==> src/hw/rtl/rcvs_pkg.sv <==
package rcvs_pkg;

  localparam int unsigned DIST_WIDTH_DEF = 32;
  localparam int unsigned OUT_WIDTH_DEF  = 32;
  localparam int unsigned TRIG_TERMS     = 18;
  localparam int unsigned EXP_TERMS      = 13;
  localparam int unsigned DIV_BITS       = 30;
  localparam int unsigned CFG_DW         = 32;
  localparam int unsigned CFG_IW         = 3;

  localparam logic [30:0] ONE_Q30  = 31'h4000_0000;
  localparam logic [30:0] HALF_Q30 = 31'h2000_0000;
  localparam logic [31:0] PI_Q30   = 32'd3373259426;

  typedef enum logic [1:0] {
    MODE_COS       = 2'd0,
    MODE_TANH      = 2'd1,
    MODE_TANH_NORM = 2'd2,
    MODE_OFF       = 2'd3
  } mode_e;

  typedef enum logic [2:0] {
    REG_MODE          = 3'd0,
    REG_CUTOFF_RADIUS = 3'd1,
    REG_INV_RADIUS    = 3'd2,
    REG_INNER_RADIUS  = 3'd3,
    REG_INV_WIDTH     = 3'd4
  } reg_e;

  typedef struct packed {
    logic beyond;
    logic below_inner;
    logic h_neg;
  } side_t;

  typedef struct packed {
    logic [30:0] fc;
    logic [32:0] mag;
  } hold_t;

  function automatic logic [63:0] const_quot(input logic [63:0] num, input logic [63:0] den);
    logic [64:0] rem;
    logic [63:0] quo;
    rem = '0;
    quo = '0;
    for (int b = 63; b >= 0; b--) begin
      rem = {rem[63:0], num[b]};
      if (rem >= {1'b0, den}) begin
        rem    = rem - {1'b0, den};
        quo[b] = 1'b1;
      end
    end
    return quo;
  endfunction

  function automatic logic [63:0] calc_norm_const();
    logic [63:0] term;
    logic [63:0] e;
    logic [63:0] t1;
    logic [63:0] c;
    logic [63:0] c2;
    term = 64'(ONE_Q30);
    e    = 64'd0;
    for (int n = 0; n < EXP_TERMS; n++) begin
      if (n > 0) term = const_quot((term * 64'd268435456) >> 30, 64'(n));
      e = e + term;
    end
    for (int n = 0; n < 3; n++) e = (e * e) >> 30;
    if (e < 64'(ONE_Q30)) e = 64'(ONE_Q30);
    t1 = const_quot((e - 64'(ONE_Q30)) << 30, e + 64'(ONE_Q30));
    if (t1 == 64'd0) t1 = 64'd1;
    c  = const_quot(64'd1 << 60, t1);
    c2 = (c * c) >> 30;
    return (c2 * c) >> 30;
  endfunction

  localparam logic [31:0] KNORM_Q30 = 32'(calc_norm_const());

endpackage

==> src/hw/rtl/rcvs_series_cell.sv <==
module rcvs_series_cell #(
  parameter int unsigned N = 1
) (
  input  logic                clk_i,
  input  logic                en_i,
  input  logic                trig_i,
  input  logic [31:0]         term_i,
  input  logic [31:0]         xa_i,
  input  logic signed [33:0]  acc0_i,
  input  logic signed [33:0]  acc1_i,
  input  rcvs_pkg::side_t     side_i,
  output logic [31:0]         term_o,
  output logic [31:0]         xa_o,
  output logic signed [33:0]  acc0_o,
  output logic signed [33:0]  acc1_o,
  output rcvs_pkg::side_t     side_o
);
  import rcvs_pkg::*;

  localparam logic [32:0] RECIP   = 33'((64'd1 << 32) / N);
  localparam logic [4:0]  NC      = 5'(N);
  localparam bit          ACC_COS = (N % 2) == 0;
  localparam bit          NEG     = ((N / 2) % 2) == 1;
  localparam bit          EXP_ON  = N < EXP_TERMS;

  logic [31:0]        a_p_q, a_xa_q;
  logic signed [33:0] a_acc0_q, a_acc1_q;
  side_t              a_side_q;
  logic [31:0]        b_p_q, b_q0_q, b_xa_q;
  logic signed [33:0] b_acc0_q, b_acc1_q;
  side_t              b_side_q;
  logic [31:0]        c_term_q, c_xa_q;
  logic signed [33:0] c_acc0_q, c_acc1_q;
  side_t              c_side_q;

  logic [63:0]        prod_a;
  logic [64:0]        prod_b;
  logic [36:0]        qn, rem;
  logic               ge;
  logic [31:0]        q;
  logic signed [33:0] qs, acc0_d, acc1_d;

  assign prod_a = {32'b0, term_i} * {32'b0, xa_i};
  assign prod_b = {33'b0, a_p_q} * {32'b0, RECIP};
  assign qn     = {5'b0, b_q0_q} * {32'b0, NC};
  assign rem    = {5'b0, b_p_q} - qn;
  assign ge     = rem >= 37'(NC);
  assign q      = b_q0_q + 32'(ge);
  assign qs     = $signed({2'b0, q});

  always_comb begin
    acc0_d = b_acc0_q;
    acc1_d = b_acc1_q;
    if (trig_i) begin
      if (ACC_COS) begin
        acc0_d = NEG ? b_acc0_q - qs : b_acc0_q + qs;
      end else begin
        acc1_d = NEG ? b_acc1_q - qs : b_acc1_q + qs;
      end
    end else if (EXP_ON) begin
      acc0_d = b_acc0_q + qs;
    end
  end

  always_ff @(posedge clk_i) begin
    if (en_i) begin
      a_p_q    <= prod_a[61:30];
      a_xa_q   <= xa_i;
      a_acc0_q <= acc0_i;
      a_acc1_q <= acc1_i;
      a_side_q <= side_i;
      b_p_q    <= a_p_q;
      b_q0_q   <= prod_b[63:32];
      b_xa_q   <= a_xa_q;
      b_acc0_q <= a_acc0_q;
      b_acc1_q <= a_acc1_q;
      b_side_q <= a_side_q;
      c_term_q <= q;
      c_xa_q   <= b_xa_q;
      c_acc0_q <= acc0_d;
      c_acc1_q <= acc1_d;
      c_side_q <= b_side_q;
    end
  end

  assign term_o = c_term_q;
  assign xa_o   = c_xa_q;
  assign acc0_o = c_acc0_q;
  assign acc1_o = c_acc1_q;
  assign side_o = c_side_q;

endmodule

==> config.mk <==
export PLATFORM = sky130hd
export DESIGN_NAME = rcvs_series_cell
export DESIGN_NICKNAME = d
export VERILOG_FILES = /design/src/hw/rtl/rcvs_pkg.sv /design/src/hw/rtl/rcvs_series_cell.sv
export SDC_FILE = /design/constraint.sdc
export NUM_CORES = 2
export LEC_CHECK = 0
export ABC_AREA = 1
export BUFFER_PORTS_ARGS = -buffer_cell sky130_fd_sc_hd__buf_2
export CORE_MARGIN = 5
export CORE_UTILIZATION = 55
export DETAILED_ROUTE_END_ITERATION = 8
export HOLD_SLACK_MARGIN = 0.05
export PLACE_DENSITY_LB_ADDON = 0.3
export SYNTH_ARGS = -nofsm -noshare
export SYNTH_HDL_FRONTEND = slang
export SYNTH_SLANG_ARGS = --single-unit
==> constraint.sdc <==
create_clock -name clk_i -period 7.65 [get_ports clk_i]
set_input_delay 0 -clock clk_i [delete_from_list [all_inputs] [get_ports clk_i]]
set_output_delay 0 -clock clk_i [all_outputs]
set_load 0.02 [all_outputs]
==> results.txt <==
Yosys reg bits - 405
Synth top area cells - fa_1 (34%), edfxtp_1 (23%), inv_1 (13%)
Least-Margin Pin Slew - 0.995 ns
Port Buffer Count - 272
Die height - 317 um
Post-DP HPWL - 121 mm
# DRC - 0
Hold WC Path Type - input port to flip-flop
Critical Path Fanout Max - 33
CP Depth - 21
Die ar. - 101000 sq um
R2R Setup Slk - 4.85 ns
Fin. Hold Viols - 0
Post-DRT Antenna Nets - 0
Cell family with most CP delay - adder cells
CTS tree - built
Clock-pin transition on the worst setup and hold timing paths - 0.06 ns
Starting Density - 55.5%
CP most frequent cell - fa_1
Post-synthesis cell count - 6120
CTS Buf Count - 48
Post-CTS setup buffer count - 0
Critical Path RT - 8.04 ns
Grt ovf - 0
Number of global-route vias before repair - 42600
Worst R2R Path Depth - 13
CP endpoint - a_p_q[27]$_DFFE_PP_
Synth top area share - 34.5%
Tmin final - 7.33 ns
Count of unique library cells instantiated by Yosys - 37
Most frequent cells in the layout - inv_1 (1734), nand2_1 (1691), fa_1 (896)
Mapped Nets - 7463
Startpoint types - input port
Buf+Inv Stages, Crit Path - 3
Vias per cell - 5.24
Outcome - finished clean
Iteration count of the initial detailed-routing pass - 8
Most common cell after layout, fill and taps aside - inv_1
Max H-tree Level - 2
Final net count - 7734
Drt wl/cell - 19.3 um
Crit share post-route - 95.9%
Clk buf depth - 3
Setup crit end kind - flip-flop
Clk_skew - 0.0739 ns
Largest net degree at the start of global routing - 117
Initial antenna violation count - 3
Critical path class - input port to flip-flop
Critical path data arrival time - 7.72 ns
Gpl congestion - 0.961
Clock tree sinks - 405
# IOs - 273
GRT Total Usage - 29.8%
Area of the multi-input gates - 32400 sq um
Setup TNS - 0 ns
Worst rel slew slack - 33.7%
Maxcap violations - 0
Root buffer cell - clkbuf_16
Cell Area, Synth - 52000 sq um
FP Rows - 112
CORE AREA - 93600 sq um
CP peak stage delay - 0.68 ns
Layout area overhead - 10.1%
Iteration-0 DRC count of the detailed router - 3124
Seq/Total Area, Yosys - 23.4%
Final wirelength - 148 mm
Share of post-route cells with drive strength above 1 - 7.61%
Reg area - 12200 sq um
CP max stage cell - buf_2
RSZ-0062 raised after global routing - no
Crit-path cells - dlygate4sd3_1 > buf_2 > nand2_1 > fa_1 > fa_1 > fa_1 > fa_1 > inv_1 > fa_1 > fa_1 > fa_1 > fa_1 > ha_1 > a21oi_1 > o21ai_0 > a21oi_1 > o21ai_1 > a21oi_1 > nand2_1 > nand2_1 > nand2_1
Die X-Extent - 317 um
Clock latency at the later pin of the worst-skew pair - 0.65 ns
Fmax - 136 MHz
Critical R2R Launch - b_q0_q[0]$_DFFE_PP_
Worst Setup SP - xa_i[8]
Fill count - 8122
Fin. max-slew vios - 0
Reg-to-reg endpoint - acc1_o[30]$_DFFE_PP_
Via count - 40200
Global-route wire length before repair - 237 mm
Ys Warns - 0
# setup viols final - 0
Syn Area/Cell - 8.50 sq um
Yosys top cell by area - fa_1
## registers in the layout (all words and copies together) (netlist names)
register	count
b_acc1_q	34
a_acc1_q	34
acc1_o	34
acc0_o	34
xa_o	32
a_side_q	3
b_q0_q	32
b_xa_q	32
term_o	32
a_acc0_q	34
side_o	3
a_xa_q	32
b_side_q	3
b_acc0_q	34
a_p_q	32
## repair_timing
item | in CTS | in global routing
setup endpoints to repair | 0 | 0
gates resized for setup | 0 | 0
endpoints found under the hold margin | 187 | 0
hold buffers | 91 | 0
## how the worst min path moves through the flow
stage	startpoint	to	slack, ns	depth (start not counted)
5_1_grt	acc0_i[4]	a_acc0_q[4]$_DFFE_PP_	0.06	2
4_1_cts	acc0_i[33]	a_acc0_q[33]$_DFFE_PP_	0.05	2
6_report	acc0_i[22]	a_acc0_q[22]$_DFFE_PP_	0.09	2
2_1_floorplan	acc0_i[0]	a_acc0_q[0]$_DFFE_PP_	0.1	0
3_5_place_dp	acc0_i[33]	a_acc0_q[33]$_DFFE_PP_	0.18	1
3_3_place_gp	side_i[0]	a_side_q[0]$_DFFE_PP_	0.18	1
## cell usage after synthesis (all sizes together)
cell type	count
a21boi	3
a21o	5
a21oi	162
a22oi	2
a31oi	5
and3	7
clkbuf	206
clkinv	4
edfxtp	405
fa	896
ha	309
inv	1770
nand2	1695
nand3	141
nand3b	6
nand4	24
nor2	259
nor3	20
nor4	3
o211ai	1
o21a	10
o21ai	135
o21bai	15
or2	12
xnor2	14
xor2	11
## layer usage
metal	vias up	global-route usage, %	part of all wire, %	wire [um]
met5	-	0	0	0
met3	337	5.07	8.2	12200
met1	19900	39.9	40	60000
met4	0	9.31	3.4	4970
met2	1667	50.1	48	71300
li1	18400	-	-	-
## logic make-up (layout without fill, tap and decap cells)
logic type | count (synthesis) | after routing | share of synthesized area, %
simple gates | 2167 | 2167 | 16.5
buf+inv | 1980 | 2289 | 14.3
fa+ha+maj | 1205 | 1205 | 41.9
flops | 405 | 405 | 23.4
compound gates | 338 | 338 | 3.50
xor+xnor | 25 | 25 | 0.421
other cells | 0 | 1 | 0
## cell type report
cell class / instances / share of cell area [%]
diodes: 1 / 0.00437
clock buffers: 58 / 2.20
clock inverters: 30 / 0.682
inverters: 1774 / 11.6
multi-input cells: 3735 / 56.6
flip-flops and latches: 405 / 21.2
well taps: 1254 / 2.74
repair buffers: 427 / 4.89
## through the flow
step                util (%)  hold WS (ns)  cells  cell area, sq um  setup WS (ns)
floorplan                  -        0.0989   6120             52000           1.71
global placement        58.4         0.176   7504             54700          0.304
detailed placement      58.4         0.178   7504             54700          0.284
CTS                     61.1        0.0504   7683             57200          0.429
global route            61.1        0.0649   7683             57200         0.0876
finish                  61.2        0.0902   7684             57200          0.316
## worst reg2reg max path, delay by kind of cell, from the launching register on
kind | cells | cell delay (ns)
AND/OR/NAND/NOR | 7 | 0.74
adder cells (fa/ha/maj) | 2 | 0.73
AO/OA/AOI/OAI | 2 | 0.48
flip-flops | 1 | 0.42
buffers and inverters | 2 | 0.16
Power is not shown: default switching activity piles up to over one toggle a cycle in this logic, so the estimate is an artifact.
