--- config.mk ---
export PLATFORM = sky130hd
export DESIGN_NAME = rcvs_div_cell
export DESIGN_NICKNAME = d
export VERILOG_FILES = /design/src/hw/rtl/rcvs_pkg.sv /design/src/hw/rtl/rcvs_div_cell.sv
export SDC_FILE = /design/constraint.sdc
export NUM_CORES = 1
export LEC_CHECK = 0
export BUFFER_PORTS_ARGS = -buffer_cell sky130_fd_sc_hd__buf_2
export CORE_ASPECT_RATIO = 1.25
export CORE_MARGIN = 3
export CORE_UTILIZATION = 43
export DETAILED_ROUTE_END_ITERATION = 7
export HOLD_SLACK_MARGIN = 0.08
export PLACE_DENSITY_LB_ADDON = 0.2
export REMOVE_ABC_BUFFERS = 1
export SETUP_SLACK_MARGIN = 0.1
export SLEW_MARGIN = 0
export SYNTH_ARGS = -nofsm -noshare
export SYNTH_HDL_FRONTEND = slang
export SYNTH_SLANG_ARGS = --single-unit
--- constraint.sdc ---
create_clock -name clk_i -period 2.7 [get_ports clk_i]
set_input_delay 0.135 -clock clk_i [delete_from_list [all_inputs] [get_ports clk_i]]
set_output_delay 0.135 -clock clk_i [all_outputs]
set_load 0.05 [all_outputs]
--- src/hw/rtl/rcvs_pkg.sv ---
package rcvs_pkg;

  localparam int unsigned DIST_WIDTH_DEF = 32;
  localparam int unsigned OUT_WIDTH_DEF  = 32;
  localparam int unsigned TRIG_TERMS     = 18;
  localparam int unsigned EXP_TERMS      = 13;
  localparam int unsigned DIV_BITS       = 30;
  localparam int unsigned CFG_DW         = 32;
  localparam int unsigned CFG_IW         = 3;

  localparam logic [30:0] ONE_Q30  = 31'h4000_0000;
  localparam logic [30:0] HALF_Q30 = 31'h2000_0000;
  localparam logic [31:0] PI_Q30   = 32'd3373259426;

  typedef enum logic [1:0] {
    MODE_COS       = 2'd0,
    MODE_TANH      = 2'd1,
    MODE_TANH_NORM = 2'd2,
    MODE_OFF       = 2'd3
  } mode_e;

  typedef enum logic [2:0] {
    REG_MODE          = 3'd0,
    REG_CUTOFF_RADIUS = 3'd1,
    REG_INV_RADIUS    = 3'd2,
    REG_INNER_RADIUS  = 3'd3,
    REG_INV_WIDTH     = 3'd4
  } reg_e;

  typedef struct packed {
    logic beyond;
    logic below_inner;
    logic h_neg;
  } side_t;

  typedef struct packed {
    logic [30:0] fc;
    logic [32:0] mag;
  } hold_t;

  function automatic logic [63:0] const_quot(input logic [63:0] num, input logic [63:0] den);
    logic [64:0] rem;
    logic [63:0] quo;
    rem = '0;
    quo = '0;
    for (int b = 63; b >= 0; b--) begin
      rem = {rem[63:0], num[b]};
      if (rem >= {1'b0, den}) begin
        rem    = rem - {1'b0, den};
        quo[b] = 1'b1;
      end
    end
    return quo;
  endfunction

  function automatic logic [63:0] calc_norm_const();
    logic [63:0] term;
    logic [63:0] e;
    logic [63:0] t1;
    logic [63:0] c;
    logic [63:0] c2;
    term = 64'(ONE_Q30);
    e    = 64'd0;
    for (int n = 0; n < EXP_TERMS; n++) begin
      if (n > 0) term = const_quot((term * 64'd268435456) >> 30, 64'(n));
      e = e + term;
    end
    for (int n = 0; n < 3; n++) e = (e * e) >> 30;
    if (e < 64'(ONE_Q30)) e = 64'(ONE_Q30);
    t1 = const_quot((e - 64'(ONE_Q30)) << 30, e + 64'(ONE_Q30));
    if (t1 == 64'd0) t1 = 64'd1;
    c  = const_quot(64'd1 << 60, t1);
    c2 = (c * c) >> 30;
    return (c2 * c) >> 30;
  endfunction

  localparam logic [31:0] KNORM_Q30 = 32'(calc_norm_const());

endpackage

--- src/hw/rtl/rcvs_div_cell.sv ---
module rcvs_div_cell (
  input  logic                          clk_i,
  input  logic                          en_i,
  input  logic [33:0]                   rem_i,
  input  logic [33:0]                   den_i,
  input  logic [rcvs_pkg::DIV_BITS-1:0] quo_i,
  input  rcvs_pkg::hold_t               hold_i,
  input  rcvs_pkg::side_t               side_i,
  output logic [33:0]                   rem_o,
  output logic [33:0]                   den_o,
  output logic [rcvs_pkg::DIV_BITS-1:0] quo_o,
  output rcvs_pkg::hold_t               hold_o,
  output rcvs_pkg::side_t               side_o
);
  import rcvs_pkg::*;

  logic [34:0]         rs, diff;
  logic                ge;
  logic [33:0]         rem_q, den_q;
  logic [DIV_BITS-1:0] quo_q;
  hold_t               hold_q;
  side_t               side_q;

  assign rs   = {rem_i, 1'b0};
  assign diff = rs - {1'b0, den_i};
  assign ge   = rs >= {1'b0, den_i};

  always_ff @(posedge clk_i) begin
    if (en_i) begin
      rem_q  <= ge ? diff[33:0] : rs[33:0];
      den_q  <= den_i;
      quo_q  <= {quo_i[DIV_BITS-2:0], ge};
      hold_q <= hold_i;
      side_q <= side_i;
    end
  end

  assign rem_o  = rem_q;
  assign den_o  = den_q;
  assign quo_o  = quo_q;
  assign hold_o = hold_q;
  assign side_o = side_q;

endmodule

==> impl_metrics.json, run 1 <==
{
  "hold_path_end": "rem_o[20]",
  "cts_buffers": 17,
  "post_drt_wl_per_cell_um": 18.4,
  "root_buffer": "clkbuf_16",
  "place_ws_ns": -0.362,
  "worstHoldStart": "rem_i[19]",
  "postSynthCellCount": 496,
  "grt_max_degree": 67,
  "die_h_um": 153,
  "h-tree-depth": 4,
  "async_reset_ff_share_pct": 0,
  "utilization_pct": 72.1,
  "multi_input_area_mm2": 0.00232,
  "grtUsageTotal_pct": 25.0,
  "ff_latch_area_mm2": 0.00495,
  "startpoint_type": "primary input",
  "path_class": "in -> reg",
  "synth_top_area_cell": "edfxtp_1",
  "yosysUniqueCellTypes": 67,
  "initial_core_util_pct": 44.0,
  "post-route-period-util_pct": 93.4,
  "met1_usage_pct": 26.2,
  "dieArea_mm2": 0.0189,
  "finalWorstSetupSlack_ns": 0.178,
  "ys_seq_area_share_pct": 66.6,
  "clock_sinks": 165,
  "use_met2_pct": 45.8,
  "setup_violations": 0,
  "dpl.hpwl_mm": 16.4,
  "area.growth.synth_to_final_pct": 63.9,
  "numPortBuffers": 330,
  "outcome": "finished, final reports clean",
  "critPathTopFamily": "compound AO/OA/AOI/OAI gates",
  "crit_fanout": 4,
  "synth.area.top_cells": "edfxtp_1 (67%), ha_1 (5.7%), mux2_2 (3.0%), a21oi_1 (2.2%), inv_1 (2.0%)",
  "synth_most_common_cell": "edfxtp_1",
  "worstPathArrival_ns": 2.70,
  "synth_top_area_share_pct": 66.6,
  "grt_pass1_vias": 7149,
  "synth_area_mm2": 0.00744,
  "gp_congestion": 0.856,
  "drv_slew": 0,
  "final.setup.tns_ns": 0,
  "ys.flop_type": "edfxtp_1",
  "power_density_mw_per_mm2": 648,
  "hold_slack_ns": 0.0847,
  "ys_seq_elements": 165,
  "drive_gt1_share_pct": 46.3,
  "synth_edf_count": 165,
  "crit_path_end_kind": "flip-flop",
  "hp-class": "in -> reg",
  "drc": 0,
  "hold_violations": 0,
  "post_cts_buffers": 0,
  "busiest_layer": "met2",
  "postSynthAreaPerCell_um2": 15.0,
  "slowest_stage": "fa_1",
  "wl_mm": 24.1,
  "die_w_um": 124,
  "nets": 1274,
  "drtAntennaViolNets": 0,
  "synth_commonest_cells": "edfxtp_1 (165), inv_1 (40), ha_1 (34)",
  "fmax_mhz": 397,
  "tightest_slew_ns": 0.453,
  "drv_cap": 0,
  "finalInstanceArea_mm2": 0.0122,
  "rsz0062_at_grt": "yes",
  "path_cells": "buf_2 -> fa_1 -> a21o_1 -> a221oi_4 -> a211oi_2 -> a311o_2 -> and4_4 -> a2111oi_4 -> xnor2_1 -> mux2_4",
  "drt-initial-drc-count": 572,
  "first_pass_iters": 4,
  "overflow": 0,
  "relSlewSlack_pct": 69.8,
  "grt_pass1_wl_mm": 36.5,
  "grt_antenna_before_repair": 5,
  "crit_buf_inv": 1,
  "finalCriticalPeriod_ns": 2.52,
  "critPathRequiredTime_ns": 2.87,
  "path_clk_slew_ns": 0.07,
  "fillers": 1138,
  "cts_tree": "done",
  "synth_warnings": 0,
  "core_mm2": 0.0169,
  "cts_buffer_depth": 2,
  "row_count": 53,
  "vias": 6492,
  "ios": 332,
  "vias_per_cell": 4.96,
  "p_leak_nw": 5.44,
  "vdd_drop_max_v": 0.000353,
  "max_stage_delay_ns": 0.44,
  "holdPathStages": 3,
  "place_area_mm2": 0.00994,
  "use_met3_pct": 6.22
}
[cells by family after synthesis]
group	after synthesis	share of synthesized area, %
xor+xnor	27	3.18
simple gates	75	5.65
compound gates	110	10.5
mux	30	4.98
buf+inv	54	3.11
fa+ha+maj	35	5.99
flops	165	66.6
[worst max path at each step]
stage | from | endpoint | slack (ns) | cells after the start
floorplan | den_i[29] | rem_o[10] | -0.21 | 10
global placement | den_i[0] | rem_o[26] | -0.34 | 11
detailed placement | rem_i[0] | rem_o[26] | -0.36 | 10
CTS | rem_i[0] | rem_o[30] | 0.10 | 10
global route | rem_i[0] | rem_o[26] | 0.09 | 10
finish | rem_i[0] | rem_o[30] | 0.18 | 10
[metal layers]
layer / share of wire, % / vias to the layer above / wire length [um]
met5: 0.11 / - / 27
met4: 4.0 / 4 / 964
met3: 7.2 / 64 / 1730
met2: 53 / 286 / 12800
met1: 35 / 3072 / 8500
li1: - / 3066 / -
[tightest hold or removal path, stage by stage]
cell	delay (ns)
buf_2	0.10
o211ai_1	0.07
o21ai_0	0.08
[report_power, final]
part           internal, W  switching (W)  leakage (nW)  total [W]
combinational     0.000841        0.00149          3.54    0.00233
sequential         0.00311      0.0000706          1.61    0.00318
clock              0.00124        0.00114         0.287    0.00238
total              0.00519        0.00270          5.44    0.00789
[metrics by stage]
stage	power [W]	cells
2_1_floorplan	0.00462	483
3_3_place_gp	0.00531	1114
3_5_place_dp	0.00534	1114
4_1_cts	0.00790	1305
5_1_grt	0.00821	1308
6_report	0.00789	1308
[placed cells by master (no fill, tap or decap), types with 3 or more instances in the layout]
master,Yosys,routed
a21o_1,17,17
a21oi_1,32,31
and2_1,3,3
buf_12,1,3
buf_2,1,329
buf_4,1,78
clkbuf_16,0,17
clkinv_4,0,4
diode_2,0,3
dlygate4sd3_1,0,159
edfxtp_1,165,165
ha_1,34,30
inv_1,40,40
inv_8,0,6
mux2_2,20,20
mux2_4,9,9
nand2_1,15,15
nand2b_1,4,4
nand3_1,3,3
nand4_1,10,10
nor2_1,12,12
nor3_1,8,7
o211ai_1,5,5
o21a_1,3,3
o21ai_0,20,18
o21bai_1,4,4
o221ai_1,3,3
o31ai_1,3,3
xnor2_1,15,15
xor2_1,12,12
[state kept, by name (all words and copies together), names as in the netlist]
name,cells
rem_o,34
hold_o,64
quo_o,30
side_o,3
den_o,34
[area by class of cell]
cell class / instances / area share (%)
repair buffers: 570 / 31.9
inverters: 41 / 1.26
flip-flops and latches: 165 / 40.6
well taps: 220 / 2.26
clock buffers: 17 / 3.49
diodes: 3 / 0.0616
clock inverters: 15 / 1.28
multi-input cells: 277 / 19.1
[repair_timing]
action,in CTS,in global routing
setup endpoints to repair,2,28
gates cloned,0,0
endpoints found under the hold margin,159,0
gates resized for setup,2,13
hold buffers,159,0
pin swaps,0,4
Note: power is estimated with default switching activity, not from simulation.
==> run 2, diff against run 1 <==
--- a/config.mk
+++ b/config.mk
@@ -8,7 +8,7 @@
 export BUFFER_PORTS_ARGS = -buffer_cell sky130_fd_sc_hd__buf_2
 export CORE_ASPECT_RATIO = 1.25
 export CORE_MARGIN = 3
-export CORE_UTILIZATION = 43
+export CORE_UTILIZATION = 48
 export DETAILED_ROUTE_END_ITERATION = 7
 export HOLD_SLACK_MARGIN = 0.08
 export PLACE_DENSITY_LB_ADDON = 0.2
==> constraint.sdc (replaced) <==
create_clock -name clk_i -period 2.6 [get_ports clk_i]
set_input_delay 0.13 -clock clk_i [delete_from_list [all_inputs] [get_ports clk_i]]
set_output_delay 0.13 -clock clk_i [all_outputs]
set_load 0.05 [all_outputs]
==> run 2 against run 1 <==
Clock power rose by 7%. Non-clock buffer count rose by 14. Worst setup slack got worse by 0.051 ns. Sequential share of layout area fell by 1.0 points. Highest routed layer unchanged.
==> impl_metrics.json, run 2 (synthesis results as in run 1) <==
{
  "row_count": 50,
  "initial_core_util_pct": 49.3,
  "core_mm2": 0.0151,
  "dpl.hpwl_mm": 16.1,
  "path_clk_slew_ns": 0.07,
  "critPathRequiredTime_ns": 2.77,
  "relSlewSlack_pct": 65.0,
  "grt_antenna_before_repair": 4,
  "place_ws_ns": -0.497,
  "hold_violations": 0,
  "nets": 1288,
  "multi_input_area_mm2": 0.00246,
  "crit_path_end_kind": "flip-flop",
  "die_h_um": 145,
  "startpoint_type": "primary input",
  "worstPathArrival_ns": 2.65,
  "grtUsageTotal_pct": 29.2,
  "path_class": "in -> reg",
  "post-route-period-util_pct": 95.1,
  "grt_max_degree": 71,
  "clock_sinks": 165,
  "crit_fanout": 8,
  "drc": 0,
  "post_drt_wl_per_cell_um": 19.9,
  "area.growth.synth_to_final_pct": 68.2,
  "wl_mm": 26.1,
  "fmax_mhz": 404,
  "drv_cap": 0,
  "drv_slew": 0,
  "rsz0062_at_grt": "yes",
  "final_cell_mix": "buf_2 (327), edfxtp_1 (165), dlygate4sd3_1 (159), buf_4 (86), inv_1 (39)",
  "p_leak_nw": 5.64,
  "vias_per_cell": 5.15,
  "final_common_cell": "buf_2",
  "cts_buffers": 17,
  "setup_violations": 0,
  "drt-initial-drc-count": 497,
  "h-tree-depth": 4,
  "overflow": 0,
  "drtAntennaViolNets": 0,
  "numPortBuffers": 330,
  "dieArea_mm2": 0.0170,
  "grt_pass1_vias": 7111,
  "finalCriticalPeriod_ns": 2.47,
  "fillers": 805,
  "vdd_drop_max_v": 0.000414,
  "first_pass_iters": 4,
  "grt_pass1_wl_mm": 38.9,
  "cts_buffer_depth": 2,
  "power_density_mw_per_mm2": 674,
  "ios": 332,
  "gp_congestion": 0.867,
  "tightest_slew_ns": 0.520,
  "hp-class": "in -> reg",
  "ff_latch_area_mm2": 0.00495,
  "die_w_um": 117,
  "utilization_pct": 83.0,
  "vias": 6726,
  "largest_reg_flops": 64,
  "cts_tree": "done",
  "finalWorstSetupSlack_ns": 0.128,
  "outcome": "finished, final reports clean",
  "root_buffer": "clkbuf_16",
  "drive_gt1_share_pct": 47.6
}
==> run 2: timing repair <==
action                                 in CTS  in global routing
endpoints found under the hold margin     159                  0
setup endpoints to repair                  23                 30
pin swaps                                   4                 10
hold buffers                              159                  0
cloned                                      0                  2
setup buffers                               1                  6
resized for setup                           6                 48
==> run 2: path summary, 6_finish.rpt <==
kind / from / endpoint / slack, ns / depth (start not counted)
hold / removal: en_i / rem_o[19] / 0.12 / 1
setup / recovery: den_i[1] / rem_o[5] / 0.13 / 16
==> run 2: final cells by class <==
class	count	share of cell area [%]
flip-flops and latches	165	39.6
repair buffers	584	32.6
multi-input cells	277	19.7
clock buffers	17	3.40
well taps	208	2.08
clock inverters	14	1.32
inverters	41	1.31
diodes	1	0.0200
==> run 2: per-layer routing <==
| metal | track usage, % | vias up | wire length (um) | part of all wire (%) |
|---|---|---|---|---|
| li1 | - | 3083 | - | - |
| met1 | 29.2 | 3198 | 8790 | 34 |
| met2 | 54.5 | 350 | 14000 | 54 |
| met3 | 9.28 | 89 | 2030 | 7.8 |
| met4 | 14.0 | 6 | 1180 | 4.5 |
| met5 | 0 | - | 31 | 0.12 |
==> run 2: worst max-delay path: stages <==
cell and delay [ns]:
buf_8 0.07, inv_4 0.03, buf_6 0.11, ha_4 0.25, buf_4 0.10, nand2b_1 0.09
a21o_1 0.22, a21boi_1 0.13, buf_4 0.14, a21oi_2 0.07, o21ba_2 0.23, o22a_2 0.26
o21a_4 0.22, inv_8 0.09, clkbuf_16 0.17, mux2_4 0.30
==> run 2: power by group <==
group	total, W	internal [W]	leakage, nW	switching, W
Clock	0.00255	0.00144	0.283	0.00111
Combinational	0.00257	0.000951	3.74	0.00161
Sequential	0.00331	0.00323	1.61	0.0000764
Total	0.00843	0.00563	5.64	0.00280
==> run 2: metrics by stage <==
stage / total power [W] / TNS [ns] / hold slack [ns] / std cells / area [um^2]
CTS: 0.00829 / 0 / 0.116 / 1298 / 12200
floorplan: 0.00480 / -8.12 / 0.229 / 483 / 7360
finish: 0.00843 / 0 / 0.121 / 1307 / 12500
global route: 0.00869 / 0 / 0.129 / 1307 / 12500
global placement: 0.00551 / -11.35 / 0.307 / 1107 / 9980
detailed placement: 0.00555 / -10.81 / 0.308 / 1107 / 9980
==> run 3, diff against run 2 <==
--- a/config.mk
+++ b/config.mk
@@ -6,9 +6,11 @@
 export NUM_CORES = 1
 export LEC_CHECK = 0
 export BUFFER_PORTS_ARGS = -buffer_cell sky130_fd_sc_hd__buf_2
+export CELL_PAD_IN_SITES_DETAIL_PLACEMENT = 1
+export CELL_PAD_IN_SITES_GLOBAL_PLACEMENT = 1
 export CORE_ASPECT_RATIO = 1.25
 export CORE_MARGIN = 3
-export CORE_UTILIZATION = 48
+export CORE_UTILIZATION = 37
 export DETAILED_ROUTE_END_ITERATION = 7
 export HOLD_SLACK_MARGIN = 0.08
 export PLACE_DENSITY_LB_ADDON = 0.2
==> constraint.sdc (replaced) <==
create_clock -name clk_i -period 2.6 [get_ports clk_i]
set_input_delay 0.13 -clock clk_i [delete_from_list [all_inputs] [get_ports clk_i]]
set_output_delay 0.13 -clock clk_i [all_outputs]
set_load 0.02 [all_outputs]
==> run 3 against run 2 <==
Count of clock-buffer cells in the layout unchanged. Worst hold slack got worse by 0.016 ns. Flip-flop and latch count unchanged. Global-route usage shrank 1.4 points. Design area is 2.3% higher. Non-clock buffer count is 17 higher. Sequential power is essentially flat. Critical path type unchanged. Critical endpoint is now rem_o[32]. Highest routed layer unchanged.
==> impl_metrics.json, run 3 (synthesis results as in run 1) <==
{
  "outcome": "finished, final reports clean",
  "drc": 0,
  "setup_violations": 0,
  "first_pass_iters": 5,
  "drive_gt1_share_pct": 49.7,
  "path_clk_slew_ns": 0.08,
  "drv_cap": 0,
  "grt_pass1_vias": 7617,
  "wl_mm": 32.4,
  "overflow": 0,
  "die_h_um": 165,
  "grt_max_degree": 60,
  "nets": 1305,
  "area.growth.synth_to_final_pct": 72.0,
  "p_clk_share_pct": 31.3,
  "gp_congestion": 0.825,
  "power_density_mw_per_mm2": 622,
  "ios": 332,
  "drtAntennaViolNets": 0,
  "finalWorstSetupSlack_ns": 0.0867,
  "fmax_mhz": 398,
  "die_w_um": 133,
  "clock_sinks": 165,
  "relSlewSlack_pct": 63.0,
  "numPortBuffers": 330,
  "p_comb_share_pct": 26.9,
  "root_buffer": "clkbuf_16",
  "hold_violations": 0,
  "final_cell_mix": "buf_2 (326), edfxtp_1 (165), dlygate4sd3_1 (155), buf_4 (104), inv_1 (38)",
  "hp-class": "in -> reg",
  "cts_buffers": 17,
  "h-tree-depth": 4,
  "grtUsageTotal_pct": 27.9,
  "dpl.hpwl_mm": 19.2,
  "worstPathArrival_ns": 2.69,
  "core_mm2": 0.0196,
  "post-route-period-util_pct": 96.7,
  "row_count": 57,
  "p_leak_nw": 5.73,
  "finalCriticalPeriod_ns": 2.51,
  "largest_reg_flops": 64,
  "tightest_slew_ns": 0.554,
  "utilization_pct": 65.3,
  "switchingPower_w": 0.00246,
  "place_area_mm2": 0.0102,
  "final_common_cell": "buf_2",
  "post_drt_wl_per_cell_um": 23.4,
  "p_int_w": 0.00551,
  "critPathRequiredTime_ns": 2.78,
  "drv_slew": 0,
  "dieArea_mm2": 0.0219,
  "grt_antenna_before_repair": 6,
  "hold_slack_ns": 0.106,
  "power_frac_seq_pct": 41.8,
  "drt-initial-drc-count": 376,
  "path_class": "in -> reg",
  "startpoint_type": "primary input",
  "crit_fanout": 4,
  "crit_path_end_kind": "flip-flop",
  "vias": 6924,
  "place_ws_ns": -0.459,
  "vias_per_cell": 5.01,
  "cts_buffer_depth": 2,
  "finalInstanceArea_mm2": 0.0128,
  "final.setup.tns_ns": 0,
  "vdd_drop_max_v": 0.000483,
  "cts_tree": "done",
  "grt_pass1_wl_mm": 45.9,
  "initial_core_util_pct": 37.9,
  "swShare_pct": 30.9
}
-- run 3: cell types whose count changed in the layout (fill, tap and decap cells not counted), sizes merged --
cell | before | now
clkinv | 1 | 4
dlygate4sd3 | 159 | 155
diode | 1 | 2
inv | 49 | 48
clkbuf | 19 | 20
buf | 423 | 442
bufinv | 2 | 0
dlymetal6s4s | 0 | 1
-- run 3: cell type report --
type	count	area, um^2
fill	2070	6810
sequential	165	4950
timing repair buffer	601	4230
multi-input combinational	277	2540
clock buffer	17	425
tap	265	332
inverter	41	166
clock inverter	14	141
antenna	2	5.00
-- run 3: critical path, stage by stage --
cell and delay [ns]:
dlygate4sd3_1 0.54, buf_2 0.15, ha_4 0.28, nand4_1 0.20
nor3_2 0.33, a21oi_2 0.11, buf_4 0.15, o2111ai_2 0.16
or3b_1 0.38, mux2_4 0.26
-- run 3: worst paths after layout --
path | depth (start not counted) | slack (ns) | startpoint | end
max | 10 | 0.09 | rem_i[23] | rem_o[32]
min | 2 | 0.11 | den_i[25] | den_o[25]
-- run 3: layer usage --
metal  track usage, %  part of all wire [%]
met5                0                  0.13
met3             7.10                   6.5
met2             53.9                    55
met1             28.2                    34
met4             11.6                   3.8
-- run 3: stage by stage --
| stage | cells | power (W) |
|---|---|---|
| final | 1382 | 0.00797 |
| after global routing | 1382 | 0.00827 |
| after CTS | 1372 | 0.00772 |
| after detailed placement | 1185 | 0.00508 |
| after global placement | 1185 | 0.00502 |
| after floorplan | 483 | 0.00424 |
-- run 3: power groups by stage --
| stage | registers (W) | logic, W | clock network, W |
|---|---|---|---|
| after floorplan | 0.00369 | 0.000547 | 0 |
| after global placement | 0.00335 | 0.00167 | 0 |
| after detailed placement | 0.00336 | 0.00172 | 0 |
| after CTS | 0.00330 | 0.00193 | 0.00249 |
| after global routing | 0.00335 | 0.00227 | 0.00266 |
| final | 0.00333 | 0.00214 | 0.00250 |
-- run 3: timing repair --
action / in CTS / in global routing
pin swaps: 4 / 21
endpoints found under the hold margin: 156 / 0
resized for setup: 6 / 62
gates cloned: 0 / 3
endpoints found under the setup margin: 28 / 29
setup buffers: 0 / 5
hold buffers: 156 / 0
